[src/hdl/artl_pkg.sv]
// ----------------------------------------------------------------------------
// artl_pkg
// Shared types, codes and constants of the ageing route table.
// ----------------------------------------------------------------------------
package artl_pkg;

    // Default sizes of the table and of the port set.
    localparam int TABLE_ENTRIES_DEF = 64;
    localparam int MAX_PORTS_DEF     = 8;

    // Most hops that one flood may emit.
    localparam int FLOOD_MAX = 8;

    // Field widths.
    localparam int ADDR_W = 32;
    localparam int MAC_W  = 48;
    localparam int PORT_W = 3;
    localparam int DIST_W = 8;
    localparam int AGE_W  = 2;
    localparam int OP_W   = 2;
    localparam int KIND_W = 3;
    localparam int CNT_W  = 4;
    localparam int LCNT_W = 2;
    localparam int CFG_IDX_W  = 3;
    localparam int CFG_DATA_W = 48;

    // Operation codes of an input item. The spare code is taken and dropped.
    localparam logic [OP_W-1:0] OP_UPDATE = 2'd0;
    localparam logic [OP_W-1:0] OP_LOOKUP = 2'd1;
    localparam logic [OP_W-1:0] OP_TICK   = 2'd2;
    localparam logic [OP_W-1:0] OP_NONE   = 2'd3;

    // Result kinds.
    localparam logic [KIND_W-1:0] KIND_UPD_DONE = 3'd0;
    localparam logic [KIND_W-1:0] KIND_FULL     = 3'd1;
    localparam logic [KIND_W-1:0] KIND_ROUTE    = 3'd2;
    localparam logic [KIND_W-1:0] KIND_FLOOD    = 3'd3;
    localparam logic [KIND_W-1:0] KIND_TICK     = 3'd4;

    // Configuration register indexes.
    localparam logic [CFG_IDX_W-1:0] REG_DEVICE_COUNT = 3'd0;
    localparam logic [CFG_IDX_W-1:0] REG_LOCAL_COUNT  = 3'd1;
    localparam logic [CFG_IDX_W-1:0] REG_LOCAL_IP_A   = 3'd2;
    localparam logic [CFG_IDX_W-1:0] REG_LOCAL_MAC_A  = 3'd3;
    localparam logic [CFG_IDX_W-1:0] REG_LOCAL_IP_B   = 3'd4;
    localparam logic [CFG_IDX_W-1:0] REG_LOCAL_MAC_B  = 3'd5;

    localparam logic [ADDR_W-1:0] ADDR_BCAST = 32'hffff_ffff;
    localparam logic [MAC_W-1:0]  MAC_BCAST  = 48'hffff_ffff_ffff;

    // Query and running scan results that move from cell to cell.
    typedef struct packed {
        logic              vld;
        logic [OP_W-1:0]   op;
        logic [ADDR_W-1:0] addr;
        logic [ADDR_W-1:0] qmask;
        logic [AGE_W-1:0]  stale;
        logic              hit;
        logic [AGE_W-1:0]  hit_age;
        logic [DIST_W-1:0] hit_dist;
        logic              free_ok;
        logic              best_ok;
        logic [ADDR_W-1:0] best_mask;
        logic [ADDR_W-1:0] best_prefix;
        logic [MAC_W-1:0]  best_mac;
        logic [PORT_W-1:0] best_port;
    } t_carry;

    // Entry write broadcast to all cells.
    typedef struct packed {
        logic              en;
        logic [ADDR_W-1:0] prefix;
        logic [ADDR_W-1:0] mask;
        logic [MAC_W-1:0]  mac;
        logic [PORT_W-1:0] port;
        logic [DIST_W-1:0] distance;
        logic [AGE_W-1:0]  age;
    } t_wr;

endpackage

[src/hdl/artl_in_if.sv]
// ----------------------------------------------------------------------------
// artl_in_if
// Input channel of the route table: one request item per handshake.
// ----------------------------------------------------------------------------
interface artl_in_if;
    logic                      valid;
    logic                      ready;
    logic [artl_pkg::OP_W-1:0]   op;
    logic [artl_pkg::ADDR_W-1:0] dest_addr;
    logic [artl_pkg::ADDR_W-1:0] prefix_mask;
    logic [artl_pkg::MAC_W-1:0]  next_hop_mac;
    logic [artl_pkg::PORT_W-1:0] port_id;
    logic [artl_pkg::DIST_W-1:0] hop_distance;

    modport source (output valid, op, dest_addr, prefix_mask, next_hop_mac, port_id,
                    hop_distance, input ready);
    modport sink (input valid, op, dest_addr, prefix_mask, next_hop_mac, port_id,
                  hop_distance, output ready);
endinterface

[src/hdl/artl_out_if.sv]
// ----------------------------------------------------------------------------
// artl_out_if
// Output channel of the route table: one result item per handshake.
// ----------------------------------------------------------------------------
interface artl_out_if;
    logic                        valid;
    logic                        ready;
    logic [artl_pkg::KIND_W-1:0] kind;
    logic [artl_pkg::MAC_W-1:0]  hop_mac;
    logic [artl_pkg::PORT_W-1:0] hop_port;
    logic                        last;

    modport source (output valid, kind, hop_mac, hop_port, last, input ready);
    modport sink (input valid, kind, hop_mac, hop_port, last, output ready);
endinterface

[src/hdl/artl_ctrl.sv]
// ----------------------------------------------------------------------------
// artl_ctrl
// Sequencer of the route table: takes an item, launches it into the cell
// chain, turns the scan result into writes and result items, and holds the
// configuration registers and the age clock.
// ----------------------------------------------------------------------------
module artl_ctrl #(
    parameter int TABLE_ENTRIES = artl_pkg::TABLE_ENTRIES_DEF,
    parameter int MAX_PORTS     = artl_pkg::MAX_PORTS_DEF,
    localparam int IW = $clog2(TABLE_ENTRIES)
) (
    input  logic                               i_clk,
    input  logic                               i_rst_n,
    artl_in_if.sink                            i_item,
    artl_out_if.source                         o_res,
    input  logic                               i_cfg_we,
    input  logic [artl_pkg::CFG_IDX_W-1:0]     i_cfg_idx,
    input  logic [artl_pkg::CFG_DATA_W-1:0]    i_cfg_data,
    output artl_pkg::t_carry                   o_head,
    output logic [IW-1:0]                      o_head_idx,
    input  artl_pkg::t_carry                   i_tail,
    input  logic [IW-1:0]                      i_tail_hit_idx,
    input  logic [IW-1:0]                      i_tail_free_idx,
    output artl_pkg::t_wr                      o_wr,
    output logic [IW-1:0]                      o_wr_idx
);
    import artl_pkg::*;

    localparam logic [1:0] ST_IDLE = 2'd0;
    localparam logic [1:0] ST_SCAN = 2'd1;
    localparam logic [1:0] ST_OUT  = 2'd2;

    localparam int PORT_CAP = (MAX_PORTS < FLOOD_MAX) ? MAX_PORTS : FLOOD_MAX;
    localparam logic [CNT_W-1:0] PORT_CAP_C = CNT_W'(PORT_CAP);

    logic [1:0]        r_state;
    logic [CNT_W-1:0]  r_dev_cnt;
    logic [LCNT_W-1:0] r_loc_cnt;
    logic [ADDR_W-1:0] r_ip_a, r_ip_b;
    logic [MAC_W-1:0]  r_mac_a, r_mac_b;
    logic [AGE_W-1:0]  r_age_clk;

    t_carry            r_head;
    logic [MAC_W-1:0]  r_upd_mac;
    logic [PORT_W-1:0] r_upd_port;
    logic [DIST_W-1:0] r_upd_dist;

    t_wr               r_wr;
    logic [IW-1:0]     r_wr_idx;

    logic [KIND_W-1:0] r_kind;
    logic [MAC_W-1:0]  r_mac;
    logic [PORT_W-1:0] r_port;
    logic              r_last;
    logic              r_flood;
    logic [CNT_W-1:0]  r_fl_n;
    logic [CNT_W-1:0]  r_fl_cnt;

    logic              w_acc;
    logic              w_out_acc;
    logic [MAC_W-1:0]  w_sub_mac;
    logic [DIST_W-1:0] w_sub_dist;
    logic [CNT_W-1:0]  w_fl_n;
    logic              w_do_flood;
    logic              w_replace;
    logic [CNT_W-1:0]  w_next_cnt;

    assign w_acc     = i_item.valid && i_item.ready;
    assign w_out_acc = o_res.valid && o_res.ready;

    assign i_item.ready = (r_state == ST_IDLE);
    assign o_res.valid  = (r_state == ST_OUT);
    assign o_res.kind     = r_kind;
    assign o_res.hop_mac  = r_mac;
    assign o_res.hop_port = r_port;
    assign o_res.last     = r_last;

    assign o_head     = r_head;
    assign o_head_idx = '0;
    assign o_wr       = r_wr;
    assign o_wr_idx   = r_wr_idx;

    // Same-host destination takes the local port's MAC at distance zero.
    always_comb begin
        w_sub_mac  = i_item.next_hop_mac;
        w_sub_dist = i_item.hop_distance;
        if (r_loc_cnt != 2'd0 && i_item.dest_addr == r_ip_a) begin
            w_sub_mac  = r_mac_a;
            w_sub_dist = '0;
        end
        if (r_loc_cnt[1] && i_item.dest_addr == r_ip_b) begin
            w_sub_mac  = r_mac_b;
            w_sub_dist = '0;
        end
    end

    // Number of hops in a flood, clamped to the port range.
    always_comb begin
        if (r_dev_cnt == '0) begin
            w_fl_n = CNT_W'(1);
        end else if (r_dev_cnt > PORT_CAP_C) begin
            w_fl_n = PORT_CAP_C;
        end else begin
            w_fl_n = r_dev_cnt;
        end
    end

    assign w_do_flood = (i_tail.addr == ADDR_BCAST) || !i_tail.best_ok;
    assign w_replace  = (i_tail.hit_age == i_tail.stale) || (i_tail.hit_dist >= r_upd_dist);
    assign w_next_cnt = r_fl_cnt + CNT_W'(1);

    // Configuration registers.
    always_ff @(posedge i_clk) begin
        if (!i_rst_n) begin
            r_dev_cnt <= CNT_W'(1);
            r_loc_cnt <= '0;
            r_ip_a    <= '0;
            r_ip_b    <= '0;
            r_mac_a   <= '0;
            r_mac_b   <= '0;
        end else if (i_cfg_we) begin
            unique case (i_cfg_idx)
                REG_DEVICE_COUNT: r_dev_cnt <= i_cfg_data[CNT_W-1:0];
                REG_LOCAL_COUNT:  r_loc_cnt <= i_cfg_data[LCNT_W-1:0];
                REG_LOCAL_IP_A:   r_ip_a    <= i_cfg_data[ADDR_W-1:0];
                REG_LOCAL_MAC_A:  r_mac_a   <= i_cfg_data[MAC_W-1:0];
                REG_LOCAL_IP_B:   r_ip_b    <= i_cfg_data[ADDR_W-1:0];
                REG_LOCAL_MAC_B:  r_mac_b   <= i_cfg_data[MAC_W-1:0];
                default: ;
            endcase
        end
    end

    // Control state, age clock and write strobe.
    always_ff @(posedge i_clk) begin
        if (!i_rst_n) begin
            r_state    <= ST_IDLE;
            r_age_clk  <= '0;
            r_head.vld <= 1'b0;
            r_wr.en    <= 1'b0;
        end else begin
            r_head.vld <= 1'b0;
            r_wr.en    <= 1'b0;
            unique case (r_state)
                ST_IDLE: begin
                    if (w_acc && i_item.op != OP_NONE) begin
                        r_head.vld <= 1'b1;
                        r_state    <= ST_SCAN;
                    end
                end
                ST_SCAN: begin
                    if (i_tail.vld) begin
                        r_state <= ST_OUT;
                        if (i_tail.op == OP_TICK) begin
                            r_age_clk <= i_tail.stale;
                        end
                        if (i_tail.op == OP_UPDATE
                            && ((i_tail.hit && w_replace) || (!i_tail.hit && i_tail.free_ok))) begin
                            r_wr.en <= 1'b1;
                        end
                    end
                end
                ST_OUT: begin
                    if (w_out_acc && (!r_flood || w_next_cnt == r_fl_n)) begin
                        r_state <= ST_IDLE;
                    end
                end
                default: r_state <= ST_IDLE;
            endcase
        end
    end

    // Item payload launched into the chain.
    always_ff @(posedge i_clk) begin
        if (w_acc) begin
            r_head.op          <= i_item.op;
            r_head.addr        <= i_item.dest_addr;
            r_head.qmask       <= i_item.prefix_mask;
            r_head.stale       <= r_age_clk + AGE_W'(1);
            r_head.hit         <= 1'b0;
            r_head.hit_age     <= '0;
            r_head.hit_dist    <= '0;
            r_head.free_ok     <= 1'b0;
            r_head.best_ok     <= 1'b0;
            r_head.best_mask   <= '0;
            r_head.best_prefix <= '0;
            r_head.best_mac    <= '0;
            r_head.best_port   <= '0;
            r_upd_mac          <= w_sub_mac;
            r_upd_port         <= i_item.port_id;
            r_upd_dist         <= w_sub_dist;
        end
    end

    // Entry write contents and target slot.
    always_ff @(posedge i_clk) begin
        if (r_state == ST_SCAN && i_tail.vld) begin
            r_wr.prefix   <= i_tail.addr;
            r_wr.mask     <= i_tail.qmask;
            r_wr.mac      <= r_upd_mac;
            r_wr.port     <= r_upd_port;
            r_wr.distance <= r_upd_dist;
            r_wr.age      <= r_age_clk;
            r_wr_idx      <= i_tail.hit ? i_tail_hit_idx : i_tail_free_idx;
        end
    end

    // Result item register, stepped through the ports while flooding.
    always_ff @(posedge i_clk) begin
        if (r_state == ST_SCAN && i_tail.vld) begin
            r_mac    <= '0;
            r_port   <= '0;
            r_last   <= 1'b1;
            r_flood  <= 1'b0;
            r_fl_cnt <= '0;
            r_fl_n   <= w_fl_n;
            case (i_tail.op)
                OP_UPDATE: begin
                    r_kind <= (!i_tail.hit && !i_tail.free_ok) ? KIND_FULL : KIND_UPD_DONE;
                end
                OP_LOOKUP: begin
                    if (w_do_flood) begin
                        r_kind  <= KIND_FLOOD;
                        r_mac   <= MAC_BCAST;
                        r_flood <= 1'b1;
                        r_last  <= (w_fl_n == CNT_W'(1));
                    end else begin
                        r_kind <= KIND_ROUTE;
                        r_mac  <= i_tail.best_mac;
                        r_port <= i_tail.best_port;
                    end
                end
                default: r_kind <= KIND_TICK;
            endcase
        end else if (r_state == ST_OUT && w_out_acc && r_flood) begin
            r_fl_cnt <= w_next_cnt;
            r_port   <= w_next_cnt[PORT_W-1:0];
            r_last   <= (w_next_cnt + CNT_W'(1) == r_fl_n);
        end
    end

endmodule

[src/flat_wrapper.sv]
// flat-port wrapper written by rule: the top's interface ports become plain ports
module artl_ctrl_flat import artl_pkg::*;
#(
    parameter int TABLE_ENTRIES = artl_pkg::TABLE_ENTRIES_DEF,
    parameter int MAX_PORTS     = artl_pkg::MAX_PORTS_DEF,
    localparam int IW = $clog2(TABLE_ENTRIES)
)
  (i_clk, i_rst_n, i_cfg_we, i_cfg_idx, i_cfg_data, o_head, o_head_idx, i_tail, i_tail_hit_idx, i_tail_free_idx, o_wr, o_wr_idx, i_item_valid, i_item_op, i_item_dest_addr, i_item_prefix_mask, i_item_next_hop_mac, i_item_port_id, i_item_hop_distance, i_item_ready, o_res_valid, o_res_kind, o_res_hop_mac, o_res_hop_port, o_res_last, o_res_ready);
  artl_in_if i_item_i ();
  artl_out_if o_res_i ();
  input  logic i_clk;
  input  logic i_rst_n;
  input  logic i_cfg_we;
  input  logic [artl_pkg::CFG_IDX_W-1:0] i_cfg_idx;
  input  logic [artl_pkg::CFG_DATA_W-1:0] i_cfg_data;
  output artl_pkg::t_carry o_head;
  output logic [IW-1:0] o_head_idx;
  input  artl_pkg::t_carry i_tail;
  input  logic [IW-1:0] i_tail_hit_idx;
  input  logic [IW-1:0] i_tail_free_idx;
  output artl_pkg::t_wr o_wr;
  output logic [IW-1:0] o_wr_idx;
  input wire logic [$bits(i_item_i.valid)-1:0] i_item_valid;
  input wire logic [$bits(i_item_i.op)-1:0] i_item_op;
  input wire logic [$bits(i_item_i.dest_addr)-1:0] i_item_dest_addr;
  input wire logic [$bits(i_item_i.prefix_mask)-1:0] i_item_prefix_mask;
  input wire logic [$bits(i_item_i.next_hop_mac)-1:0] i_item_next_hop_mac;
  input wire logic [$bits(i_item_i.port_id)-1:0] i_item_port_id;
  input wire logic [$bits(i_item_i.hop_distance)-1:0] i_item_hop_distance;
  output wire logic [$bits(i_item_i.ready)-1:0] i_item_ready;
  output wire logic [$bits(o_res_i.valid)-1:0] o_res_valid;
  output wire logic [$bits(o_res_i.kind)-1:0] o_res_kind;
  output wire logic [$bits(o_res_i.hop_mac)-1:0] o_res_hop_mac;
  output wire logic [$bits(o_res_i.hop_port)-1:0] o_res_hop_port;
  output wire logic [$bits(o_res_i.last)-1:0] o_res_last;
  input wire logic [$bits(o_res_i.ready)-1:0] o_res_ready;
  assign i_item_i.valid = i_item_valid;
  assign i_item_i.op = i_item_op;
  assign i_item_i.dest_addr = i_item_dest_addr;
  assign i_item_i.prefix_mask = i_item_prefix_mask;
  assign i_item_i.next_hop_mac = i_item_next_hop_mac;
  assign i_item_i.port_id = i_item_port_id;
  assign i_item_i.hop_distance = i_item_hop_distance;
  assign i_item_ready = i_item_i.ready;
  assign o_res_valid = o_res_i.valid;
  assign o_res_kind = o_res_i.kind;
  assign o_res_hop_mac = o_res_i.hop_mac;
  assign o_res_hop_port = o_res_i.hop_port;
  assign o_res_last = o_res_i.last;
  assign o_res_i.ready = o_res_ready;
  artl_ctrl #(.TABLE_ENTRIES(TABLE_ENTRIES), .MAX_PORTS(MAX_PORTS)) u_core (.i_clk(i_clk), .i_rst_n(i_rst_n), .i_item(i_item_i), .o_res(o_res_i), .i_cfg_we(i_cfg_we), .i_cfg_idx(i_cfg_idx), .i_cfg_data(i_cfg_data), .o_head(o_head), .o_head_idx(o_head_idx), .i_tail(i_tail), .i_tail_hit_idx(i_tail_hit_idx), .i_tail_free_idx(i_tail_free_idx), .o_wr(o_wr), .o_wr_idx(o_wr_idx));
endmodule
[config.mk]
export PLATFORM = sky130hd
export DESIGN_NAME = artl_ctrl_flat
export DESIGN_NICKNAME = d
export VERILOG_FILES = /design/src/hdl/artl_pkg.sv /design/src/hdl/artl_in_if.sv /design/src/hdl/artl_out_if.sv /design/src/hdl/artl_ctrl.sv /design/src/flat_wrapper.sv
export SDC_FILE = /design/constraint.sdc
export NUM_CORES = 1
export LEC_CHECK = 0
export ABC_CLOCK_PERIOD_IN_PS = 6500
export BUFFER_PORTS_ARGS = -buffer_cell sky130_fd_sc_hd__buf_2
export CAP_MARGIN = 10
export CORE_AREA = 2 2 303 305
export DETAILED_ROUTE_END_ITERATION = 6
export DIE_AREA = 0 0 305 307
export PLACE_DENSITY_LB_ADDON = 0.2
export SLEW_MARGIN = 20
export SYNTH_ARGS = -nofsm -noshare
export SYNTH_HDL_FRONTEND = slang
export SYNTH_SLANG_ARGS = --single-unit
[constraint.sdc]
create_clock -name i_clk -period 6.5 [get_ports i_clk]
set_input_delay 0.975 -clock i_clk [delete_from_list [all_inputs] [get_ports i_clk]]
set_output_delay 0.975 -clock i_clk [all_outputs]
set_load 0.05 [all_outputs]
### Yosys cells after proc, flatten, opt, wreduce, memory -nomap -nowiden

Index checks and enable logic that the tools add are counted.

| word-level totals | value |
|---|---|
| flip-flop bits (word level) | 494 |
| output and inout port bits | 392 |
| logic and storage cells | 118 |

| operators by class | value |
|---|---|
| add/sub/neg operators | 3 |
| order comparisons | 2 |
| equal/unequal tests | 20 |
| muxes and demuxes | 24 |
| reduce and logical (&&, ||, !) cells | 38 |

Operators with widths:

| operator | count |
|---|---|
| $mux W48 | 3 |
| $eq A32 B32 Y1 | 2 |
| $eq A32 B32 Y1 const B | 1 |
| $reduce_and A2 Y1 | 7 |
| $logic_and A1 B1 Y1 | 13 |
| $mux W3 | 4 |
| $mux W1 | 9 |
| $reduce_and A3 Y1 | 3 |
| $add A4 B1 Y4 const B | 2 |
| $eq A4 B4 Y1 | 2 |
| $ge A8 B8 Y1 | 1 |
| $mux W4 | 2 |
| $ne A2 B2 Y1 const B | 4 |
| $eq A3 B2 Y1 const B | 2 |
| $eq A3 B3 Y1 const B | 2 |
| $mux W2 | 3 |
| $mux W6 | 1 |
| $pmux W2 S3 | 1 |
| $pmux W3 S2 | 1 |
| $eq A2 B1 Y1 const B | 2 |
| $eq A2 B2 Y1 const B | 2 |
| $eq A4 B1 Y1 const B | 1 |
| $gt A4 B4 Y1 const B | 1 |
| $logic_not A1 Y1 | 4 |
| other kinds (9) | 14 |

### Longest topological paths before layout

Gate-level depths: netlist of run 1.

| depth | value |
|---|---|
| depth in word-level cells | 7 |
| mapped depth | 9 |

### Worst setup path before layout of run 1

No wires, ideal clock.

| timing path | value |
|---|---|
| path kind | input to register |
| start point | input i_tail[196] (netlist bit) |
| end point | register u_core.r_port[0], in the netlist u_core.o_res.hop_port[0], data pin |
| arrival | 5.602 ns |
| slack | 0.641 ns |
| stages on the path | 5 |
| cell sequence | nand3b_1 inv_1 and3_1 nand2_1 o21ai_0 |

| on the way | value |
|---|---|
| longest elaborated chain between the ends | 2 |

RTL lines:

| what | RTL line | RTL |
|---|---|---|
| from (decl) | flat_wrapper.sv:18 | `input artl_pkg::t_carry i_tail;` |
| $logic_and A1 B1 Y1 | artl_ctrl.sv:210 | `if (r_state == ST_SCAN && i_tail.vld) begin` |
| $mux W3 | artl_ctrl.sv:210 |  |
| to (signal assigned) | artl_ctrl.sv:230 | `r_port <= i_tail.best_port;` |
| to (signal assigned) | artl_ctrl.sv:237 | `r_port <= w_next_cnt[PORT_W-1:0];` |
| to (decl) | artl_ctrl.sv:53 | `logic [PORT_W-1:0] r_port;` |

Every way passes these cells.
A chain may end at the register's enable or synchronous reset.

### Final worst setup path of run 1

| timing path | value |
|---|---|
| start point | input i_item_dest_addr[17] |
| end point | register u_core.r_upd_mac[13], data pin |

| on the way | value |
|---|---|
| longest elaborated chain between the ends | 4 |
| elaborated cells on any way between the ends | 6 |
| those cells by class | eq/ne (2); mux (2); reduce/logical (2) |

RTL lines:

| what | RTL line | RTL |
|---|---|---|
| from (decl) | flat_wrapper.sv:25 | `input wire logic [$bits(i_item_i.dest_addr)-1:0] i_item_dest_addr;` |
| $eq A32 B32 Y1 | artl_ctrl.sv:87 | `if (r_loc_cnt != 2'd0 && i_item.dest_addr == r_ip_a) begin` |
| $logic_and A1 B1 Y1 | artl_ctrl.sv:87 |  |
| $mux W48 | artl_ctrl.sv:87 |  |
| $mux W48 (*) | artl_ctrl.sv:91 | `if (r_loc_cnt[1] && i_item.dest_addr == r_ip_b) begin` |
| named net u_core.w_sub_mac[13] | artl_ctrl.sv:61 | `logic [MAC_W-1:0] w_sub_mac;` |
| to (signal assigned) | artl_ctrl.sv:189 | `r_upd_mac <= w_sub_mac;` |
| to (decl) | artl_ctrl.sv:44 | `logic [MAC_W-1:0] r_upd_mac;` |

The timed path passes the listed nets; every way through them passes the cells marked *.

==> results of run 1 <==
layout by cell type (no fill, tap or decap), types with 15 or more instances in the layout:
cell type    n
a21boi_0   160
a21o_1      49
a21oi_1     52
buf_2      582
clkbuf_1    17
clkbuf_16   59
conb_1     134
dfxtp_1    176
edfxtp_1   318
mux2i_1     56
nand2_1    337
nor2_1      55
nor2b_1     15
nor4_1      15
xor2_1      62
cells by family (layout without fill, tap and decap cells):
family / after synthesis / in the layout / share of synthesized area (%)
flops: 494 / 494 / 65.74
simple gates: 478 / 478 / 10.14
compound gates: 279 / 279 / 9.765
buf+inv: 231 / 719 / 7.254
xor+xnor: 75 / 75 / 3.303
mux: 62 / 62 / 3.158
fa+ha+maj: 10 / 10 / 0.6292
other cells: 1 / 142 / 0.01886
layer usage:
metal  vias to the layer above  share of wire, %
met2                       541                49
met4                        18               2.2
met3                        98               7.7
li1                       6537                 -
met1                      6583                40
met5                         -              0.17
final cells by class:
class,instances,area share [%]
Sequential cell,494,51.14
Tap cell,1186,5.805
Multi-Input combinational cell,1038,23.26
Timing Repair Buffer,597,11.95
Clock inverter,29,1.263
Clock buffer,81,6.295
Inverter,12,0.2056
Antenna cell,8,0.07832
state kept, by name, summed over array words and instances, names as in the netlist, 4 cells and up:
name / cells
u_core.o_head: 69
u_core.r_fl_cnt: 4
u_core.r_mac_a: 48
u_core.o_wr_idx: 6
u_core.r_upd_mac: 48
u_core.r_fl_n: 4
u_core.r_upd_dist: 8
u_core.o_res.hop_mac: 48
u_core.r_ip_a: 32
u_core.r_dev_cnt: 4
u_core.r_ip_b: 32
u_core.o_wr: 126
u_core.r_mac_b: 48
critical path: stages:
cell	delay (ps)
buf_2	130
xor2_1	160
nor4_1	470
nand4_1	230
nor4_4	690
buf_12	440
mux2i_1	250
a21oi_1	100
power by group through the flow:
| stage | Combinational [uW] | Clock [uW] | Sequential, uW |
|---|---|---|---|
| floorplan | 421 | 0 | 3860 |
| global placement | 910 | 0 | 3600 |
| detailed placement | 918 | 0 | 3600 |
| CTS | 920 | 3440 | 3540 |
| global route | 957 | 3560 | 3550 |
| finish | 902 | 3300 | 3530 |
synthesized netlist by cell type, drive strengths merged:
library cell,n
nand2,337
edfxtp,318
dfxtp,176
a21boi,161
buf,146
clkbuf,73
xor2,62
nor2,59
mux2i,56
a21oi,52
a21o,49
nor2b,17
nor4,16
nand4,13
xnor2,13
inv,12
o21ai,11
ha,10
and3b,8
nand3,8
mux2,6
nor3,6
nand2b,5
and3,3
o31a,2
o31ai,2
and2,1
conb,1
nand3b,1
nor3b,1
nor4bb,1
o2111ai,1
o32ai,1
or2,1
or4,1
per-stage QoR:
step / power (uW) / instances / utilization (%)
floorplan: 4277 / 1763 / -
global placement: 4510 / 3327 / 26.03
detailed placement: 4521 / 3327 / 26.03
CTS: 7891 / 3437 / 28.16
global route: 8063 / 3437 / 28.16
finish: 7740 / 3445 / 28.18
worst max path at each step:
stage,start,end,slack [ps],depth (start not counted)
floorplan,i_tail[196],u_core.o_res.hop_port[0],640,5
detailed placement,i_item_dest_addr[17],u_core.r_upd_mac[13],2590,8
global route,i_item_dest_addr[17],u_core.r_upd_mac[13],3190,8
global placement,i_item_dest_addr[4],u_core.r_upd_mac[13],2600,8
CTS,i_item_dest_addr[17],u_core.r_upd_mac[13],3300,8
finish,i_item_dest_addr[17],u_core.r_upd_mac[13],3280,8
==> impl_metrics.json, run 1 <==
{
  "timing.fmax_ghz": 0.3108,
  "drv_slew": 0,
  "grt_use_total_pct": 13.07,
  "post-route-cell-area_sq_mm": 0.02556,
  "yosys.area.top_type_share_pct": 48.02,
  "drt_iter0_drc": 722,
  "p_int_uw": 5634,
  "r2r_slack_ps": 3440,
  "crit_path_max_fanout": 52,
  "critPathCaptureType": "flop",
  "holdWs_ps": 416.4,
  "whs_path_depth": 0,
  "fin_ws_ps": 3282,
  "path_class": "input pin to flop",
  "postCtsHoldBufs": 0,
  "busiest_layer": "met2",
  "outcome": "finished clean",
  "p_comb_share_pct": 11.7,
  "dp_hpwl_mm": 45.53,
  "drive_above_1_share_pct": 31.36,
  "synth-seq-cells": 494,
  "row_count": 111,
  "setup_tns_ps": 0,
  "cts-root-buf": "clkbuf_16",
  "clk_path_buf_depth": 3,
  "synth_warnings": 0,
  "r2r_end": "u_core.r_upd_mac[13]",
  "p_switching_uw": 2106,
  "r2r_start": "u_core.r_ip_a[17]",
  "placed_area_sq_mm": 0.02361,
  "io_pins": 782,
  "cts_sinks": 494,
  "place.gp.congestion": 0.7908,
  "clkTransAtPathRegs_ps": 60,
  "drtAntennaViolNets": 0,
  "grt_antenna_before_repair": 15,
  "met2_usage_pct": 23.04,
  "drc": 0,
  "grt_max_degree": 129,
  "max-slew-margin-rel_pct": 24.47,
  "p_clk_share_pct": 42.7,
  "vias_per_cell": 3.999,
  "post_cts_buffers": 0,
  "p_seq_share_pct": 45.7,
  "grt_pass1_vias": 13749,
  "power.density_mw_per_mm2": 302.8,
  "drv_cap": 0,
  "fillers": 9486,
  "synth_area_sq_mm": 0.01989,
  "drt-total-wl_mm": 64.09,
  "core-area_sq_mm": 0.09069,
  "synth_area_leader_cell": "edfxtp_1",
  "finalSetupViolations": 0,
  "holdPathEnd": "u_core.o_wr[44]",
  "hp-class": "flop to flop",
  "peakVddDrop_uv": 186.1,
  "clock_latency_ps": 620,
  "htreeDepth": 2,
  "multi_input_area_sq_mm": 0.005946,
  "register_area_sq_mm": 0.01307,
  "gr-usage-met1_pct": 15.41,
  "ctsResizeCount": 0,
  "cts_tree": "yes",
  "synthTopCellsByArea": "edfxtp_1, dfxtp_1, nand2_1",
  "min_period_ps": 3218,
  "postSynthAreaPerCell_sq_um": 12.20,
  "areaGrowthSynthToFinish_pct": 28.53,
  "die-width_um": 305,
  "met3_usage_pct": 3.873,
  "cts_inserted_buffers": 58,
  "wl_per_cell_um": 18.60,
  "drt_pass1_iterations": 5,
  "dp_slack_ps": 2595,
  "synth_cells": 1630,
  "min_from": "u_core.r_upd_mac[31]",
  "portBuffers": 583,
  "tightest_slew_ps": 1124,
  "vias": 13777,
  "grt_pass1_wl_mm": 91.00,
  "p_leak_uw": 0.01026,
  "nets": 2601,
  "die-area_sq_mm": 0.09364,
  "required_ps": 6820,
  "die_h_um": 307,
  "finalClockSkew_ps": 14.36,
  "grt_remaining_overflow": 0,
  "synth_cell_types": 40,
  "hold_viol": 0,
  "r2r_cells": 7,
  "cp-start-kind": "input pin",
  "arrival_ps": 3540,
  "yosysSeqAreaShare_pct": 65.74,
  "rsz0062_at_grt": "false",
  "swShare_pct": 27.21,
  "initial_core_util_pct": 21.93,
  "fin_crit_sh_pct": 49.50
}
Power figures use the tool's default switching activity.
==> run 2: changes to the inputs <==
Settings changed: ABC_CLOCK_PERIOD_IN_PS 6500 to 2700, CORE_AREA 2 2 303 305 to 2 2 307 309, DIE_AREA 0 0 305 307 to 0 0 309 311.
Clock period 6.5 ns to 2.7 ns, I/O delays scaled along.
==> run 2 against run 1 <==
Compared with the run above: utilization rose by 1.5 points; clock-buffer cell count rose by 2; sequential cell count did not move; worst setup slack got worse by 3200 ps.
==> impl_metrics.json, run 2 (same netlist as run 1, synthesis figures left out) <==
{
  "drtAntennaViolNets": 0,
  "cp_slowest_stage_delay_ps": 620,
  "r2r_cells": 9,
  "critical_path.cell_chain": "dlygate4sd3_1, buf_2, xor2_1, nor4_1, buf_4, nand4_1, or4_4, buf_12, and3b_1",
  "drt-met1-wl_mm": 27.59,
  "core-area_sq_mm": 0.09277,
  "drt_pass1_iterations": 5,
  "finalSetupViolations": 0,
  "arrival_ps": 2970,
  "p_comb_share_pct": 13.1,
  "io_pins": 782,
  "cp-startpoint": "i_item_dest_addr[18]",
  "fin_crit_sh_pct": 95.82,
  "vias_per_cell": 3.915,
  "dp.cells": 3434,
  "row_count": 112,
  "critPathCaptureType": "flop",
  "grt_antenna_before_repair": 21,
  "p_switching_uw": 5018,
  "routed.top_layer": "met5",
  "r2r_end": "u_core.r_upd_mac[32]",
  "p_leak_uw": 0.01109,
  "crit_slowest_cell": "or4_4",
  "die_h_um": 311,
  "stdcell_count": 3707,
  "drc": 0,
  "areaGrowthSynthToFinish_pct": 38.39,
  "drv_cap": 0,
  "clock_latency_ps": 630,
  "hold_viol": 0,
  "drive_above_1_share_pct": 30.17,
  "outcome": "finished clean",
  "portBuffers": 583,
  "clkTransAtPathRegs_ps": 60,
  "clk_path_buf_depth": 3,
  "die-area_sq_mm": 0.09610,
  "path_class": "input pin to flop",
  "hp-class": "input pin to flop",
  "cts-root-buf": "clkbuf_16",
  "p_clk_share_pct": 40.9,
  "finalClockSkew_ps": 21.59,
  "p_int_uw": 13460,
  "tightest_slew_ps": 794.1,
  "swShare_pct": 27.16,
  "grt_use_total_pct": 13.26,
  "cts_sinks": 494,
  "cp-start-kind": "input pin",
  "max-slew-margin-rel_pct": 46.58,
  "drt-total-wl_mm": 67.19,
  "vias": 14513,
  "finish.utilization_pct": 29.67,
  "dr_wl_met2_mm": 32.70,
  "grt_max_degree": 124,
  "dp_hpwl_mm": 48.11,
  "crit_path_max_fanout": 54,
  "whs_path_depth": 1,
  "place.gp.congestion": 0.7576,
  "cp-endpoint": "u_core.r_upd_dist[2]",
  "crit_cells": 9,
  "peakVddDrop_uv": 426.3,
  "drt_iter0_drc": 905,
  "largest_register_ffs": 126,
  "ctsResizeCount": 0,
  "nets": 2795,
  "min_period_ps": 2587,
  "p_seq_share_pct": 46.1,
  "post_cts_buffers": 0,
  "grt_pass1_vias": 14491,
  "drv_slew": 0,
  "required_ps": 3080,
  "grt_remaining_overflow": 0,
  "initial_core_util_pct": 21.44,
  "r2r_slack_ps": 170,
  "power.density_mw_per_mm2": 671.4,
  "timing.fmax_ghz": 0.3865,
  "cts_tree": "yes",
  "rsz0062_at_grt": "false",
  "final_common_cell": "buf_2",
  "crit_family": "simple AND/OR/NAND/NOR gates",
  "wl_per_cell_um": 18.12,
  "path_buf_inv": 4,
  "htreeDepth": 2,
  "final_cell_mix": "buf_2, nand2_1, edfxtp_1, dfxtp_1, a21boi_0",
  "grt_pass1_wl_mm": 94.65,
  "wl_met3_mm": 5.211,
  "cts_inserted_buffers": 60,
  "die-width_um": 309,
  "r2r_start": "u_core.r_ip_a[17]",
  "fillers": 9637
}
[run 2: worst min path at each step]
| stage | from | endpoint |
|---|---|---|
| finish | i_item_dest_addr[0] | u_core.o_head[162] |
| global route | i_tail[19] | u_core.o_res.hop_mac[16] |
| CTS | i_tail[19] | u_core.o_res.hop_mac[16] |
| detailed placement | u_core.r_upd_mac[35] | u_core.o_wr[48] |
| global placement | u_core.r_upd_port[1] | u_core.o_wr[11] |
| floorplan | u_core.r_upd_port[0] | u_core.o_wr[10] |
[run 2: layer usage]
| layer | track usage (%) | up-vias |
|---|---|---|
| li1 | - | 6926 |
| met1 | 15.66 | 6905 |
| met2 | 23.15 | 550 |
| met3 | 3.957 | 112 |
| met4 | 3.630 | 20 |
| met5 | 0 | - |
[run 2: cell type report]
cell class / instances / area [sq um] / share of cell area [%]
sequential: 494 / 13070 / 47.50
multi-input combinational: 1038 / 5946 / 21.60
timing repair buffer: 789 / 5037 / 18.30
clock buffer: 83 / 1629 / 5.920
tap: 1254 / 1569 / 5.701
clock inverter: 27 / 192.7 / 0.7002
inverter: 12 / 48.80 / 0.1773
antenna: 10 / 25.02 / 0.09093
[run 2: stage by stage]
stage	cell area (sq um)	worst slack, ps	total power, uW	hold WS, ps	setup TNS, ps
after global placement	24140	-24.90	10920	401.4	-352.9
after floorplan	20390	-1488	10280	400.3	-233150
after global routing	27500	4.097	19230	13.47	0
final	27520	113.0	18480	63.11	0
after CTS	27500	169.6	18800	0.09898	0
after detailed placement	24140	-63.84	10940	405.2	-835.8
[run 2: power groups by stage]
stage | clock [uW] | combinational [uW] | sequential, uW
6_report | 7550 | 2410 | 8520
5_1_grt | 8130 | 2560 | 8540
4_1_cts | 7830 | 2450 | 8520
3_5_place_dp | 0 | 2270 | 8670
3_3_place_gp | 0 | 2250 | 8670
2_1_floorplan | 0 | 1020 | 9260
[run 2: repair_timing]
| item | in CTS | in global routing |
|---|---|---|
| endpoints found under the hold margin | 163 | 0 |
| hold buffers | 153 | 0 |
| endpoints found under the setup margin | 0 | 0 |
==> run 3: changes to the inputs <==
Settings changed: RECOVER_POWER set to 25.
==> run 3 against run 2 <==
Compared with the run above: the run now ends with max-capacitance violations, max-slew violations left; global-route usage unchanged; cell count unchanged; worst setup slack worse by 35 ps; via count up 0.18%; clock power about the same; fmax down 1.3%; critical path depth up 2.
==> impl_metrics.json, run 3 (same netlist as run 1, synthesis figures left out) <==
{
  "grt_max_degree": 124,
  "initial_core_util_pct": 21.44,
  "crit_path_max_fanout": 16,
  "crit_slowest_cell": "dlygate4sd3_1",
  "placed_area_sq_mm": 0.02414,
  "fin_crit_sh_pct": 97.12,
  "holdWs_ps": 65.87,
  "largest_register_ffs": 126,
  "fin_ws_ps": 77.80,
  "dp_slack_ps": -63.84,
  "rsz0062_at_grt": "false",
  "multi_input_area_sq_mm": 0.005933,
  "peakVddDrop_uv": 426.0,
  "cts_sinks": 494,
  "finalSetupViolations": 0,
  "final_cell_mix": "buf_2, nand2_1, edfxtp_1, dfxtp_1, a21boi_0",
  "grt_antenna_before_repair": 21,
  "p_leak_uw": 0.01091,
  "areaGrowthSynthToFinish_pct": 37.78,
  "hold_viol": 0,
  "path_class": "input pin to flop",
  "htreeDepth": 2,
  "power.density_mw_per_mm2": 674.1,
  "clk_path_buf_depth": 3,
  "arrival_ps": 2980,
  "crit_family": "buffers and inverters",
  "cts-root-buf": "clkbuf_16",
  "die_h_um": 311,
  "clock_latency_ps": 630,
  "cts_inserted_buffers": 60,
  "vias": 14539,
  "portBuffers": 583,
  "drive_above_1_share_pct": 27.30,
  "wl_per_cell_um": 18.11,
  "max-slew-margin-rel_pct": -58.67,
  "finalClockSkew_ps": 21.20,
  "required_ps": 3050,
  "nets": 2795,
  "cp_slowest_stage_delay_ps": 530,
  "cpMostUsedCell": "buf_12",
  "drc": 0,
  "vias_per_cell": 3.922,
  "hp-class": "input pin to flop",
  "io_pins": 782,
  "min_period_ps": 2622,
  "clkTransAtPathRegs_ps": 60,
  "critPathCaptureType": "flop",
  "cts_tree": "yes",
  "die-area_sq_mm": 0.09610,
  "outcome": "finished with violations",
  "path_buf_inv": 5,
  "drv_cap": 1,
  "grt_use_total_pct": 13.26,
  "register_area_sq_mm": 0.01307,
  "fillers": 9679,
  "drtAntennaViolNets": 0,
  "drv_slew": 124,
  "grt_pass1_wl_mm": 94.65,
  "post-route-cell-area_sq_mm": 0.02740,
  "cp-start-kind": "input pin",
  "ctsResizeCount": 0,
  "grt_remaining_overflow": 0,
  "die-width_um": 309,
  "dp_hpwl_mm": 48.11,
  "critical_path.cell_chain": "dlygate4sd3_1, buf_2, xor2_1, nor4_1, buf_4, nand4_1, nor4_4, buf_12, buf_12, mux2i_1, a21oi_1",
  "core-area_sq_mm": 0.09277,
  "drt_iter0_drc": 838,
  "drt-total-wl_mm": 67.14,
  "violations": "max-capacitance violations, max-slew violations",
  "drt_pass1_iterations": 7,
  "final_common_cell": "buf_2",
  "total_power_uw": 18470,
  "row_count": 112,
  "grt_pass1_vias": 14491,
  "place.gp.congestion": 0.7576,
  "timing.fmax_ghz": 0.3814,
  "tightest_slew_ps": 2380
}
[run 3: worst register-to-register path: cells and delay by family, from the launching register on]
family	cells	cell delay, ps
and+or+nand+nor	3	880
buffers and inverters	3	610
DFF	1	320
muxes	1	230
xor gates and xnor gates	1	170
AOI/OAI and AO/OA	1	80
[run 3: metal layers]
metal	wire, um	up-vias	share of wire (%)	global-route usage, %
met5	112	-	0.17	0
met4	1620	20	2.4	3.630
met3	5283	110	7.9	3.957
met2	32650	565	49	23.15
met1	27470	6915	41	15.66
li1	-	6929	-	-
[run 3: layout make-up]
| class | count | area share (%) |
|---|---|---|
| clock buffers | 83 | 5.946 |
| repair buffers | 789 | 17.99 |
| flip-flops and latches | 494 | 47.71 |
| inverters | 12 | 0.1781 |
| multi-input cells | 1038 | 21.65 |
| clock inverters | 27 | 0.7033 |
| well taps | 1254 | 5.727 |
| diodes | 10 | 0.09133 |
[run 3: timing repair]
item                                   in CTS  in global routing
endpoints found under the hold margin     163                  0
buffers inserted                            0                  0
hold buffers                              153                  0
[run 3: path summary, 6_finish.rpt]
kind,start,end,slack [ps],depth (start not counted)
hold / removal,i_tail[19],u_core.o_res.hop_mac[16],70,2
setup reg to reg,u_core.r_ip_a[17],u_core.r_upd_mac[32],130,9
hold reg to reg,u_core.r_upd_mac[43],u_core.o_wr[56],410,0
setup / recovery,i_item_dest_addr[9],u_core.r_upd_mac[32],80,11
[run 3: stage by stage]
| stage | utilization [%] | std cells | TNS [ps] |
|---|---|---|---|
| after floorplan | - | 1763 | -233150 |
| after global placement | 26.02 | 3434 | -352.9 |
| after detailed placement | 26.02 | 3434 | -835.8 |
| after CTS | 29.64 | 3697 | 0 |
| after global routing | 29.51 | 3699 | 0 |
| final | 29.53 | 3707 | 0 |
[run 3: power breakdown]
part	total [uW]	switching [uW]	internal [uW]
sequential	8520	105	8410
combinational	2400	1740	660
clock	7560	3180	4380
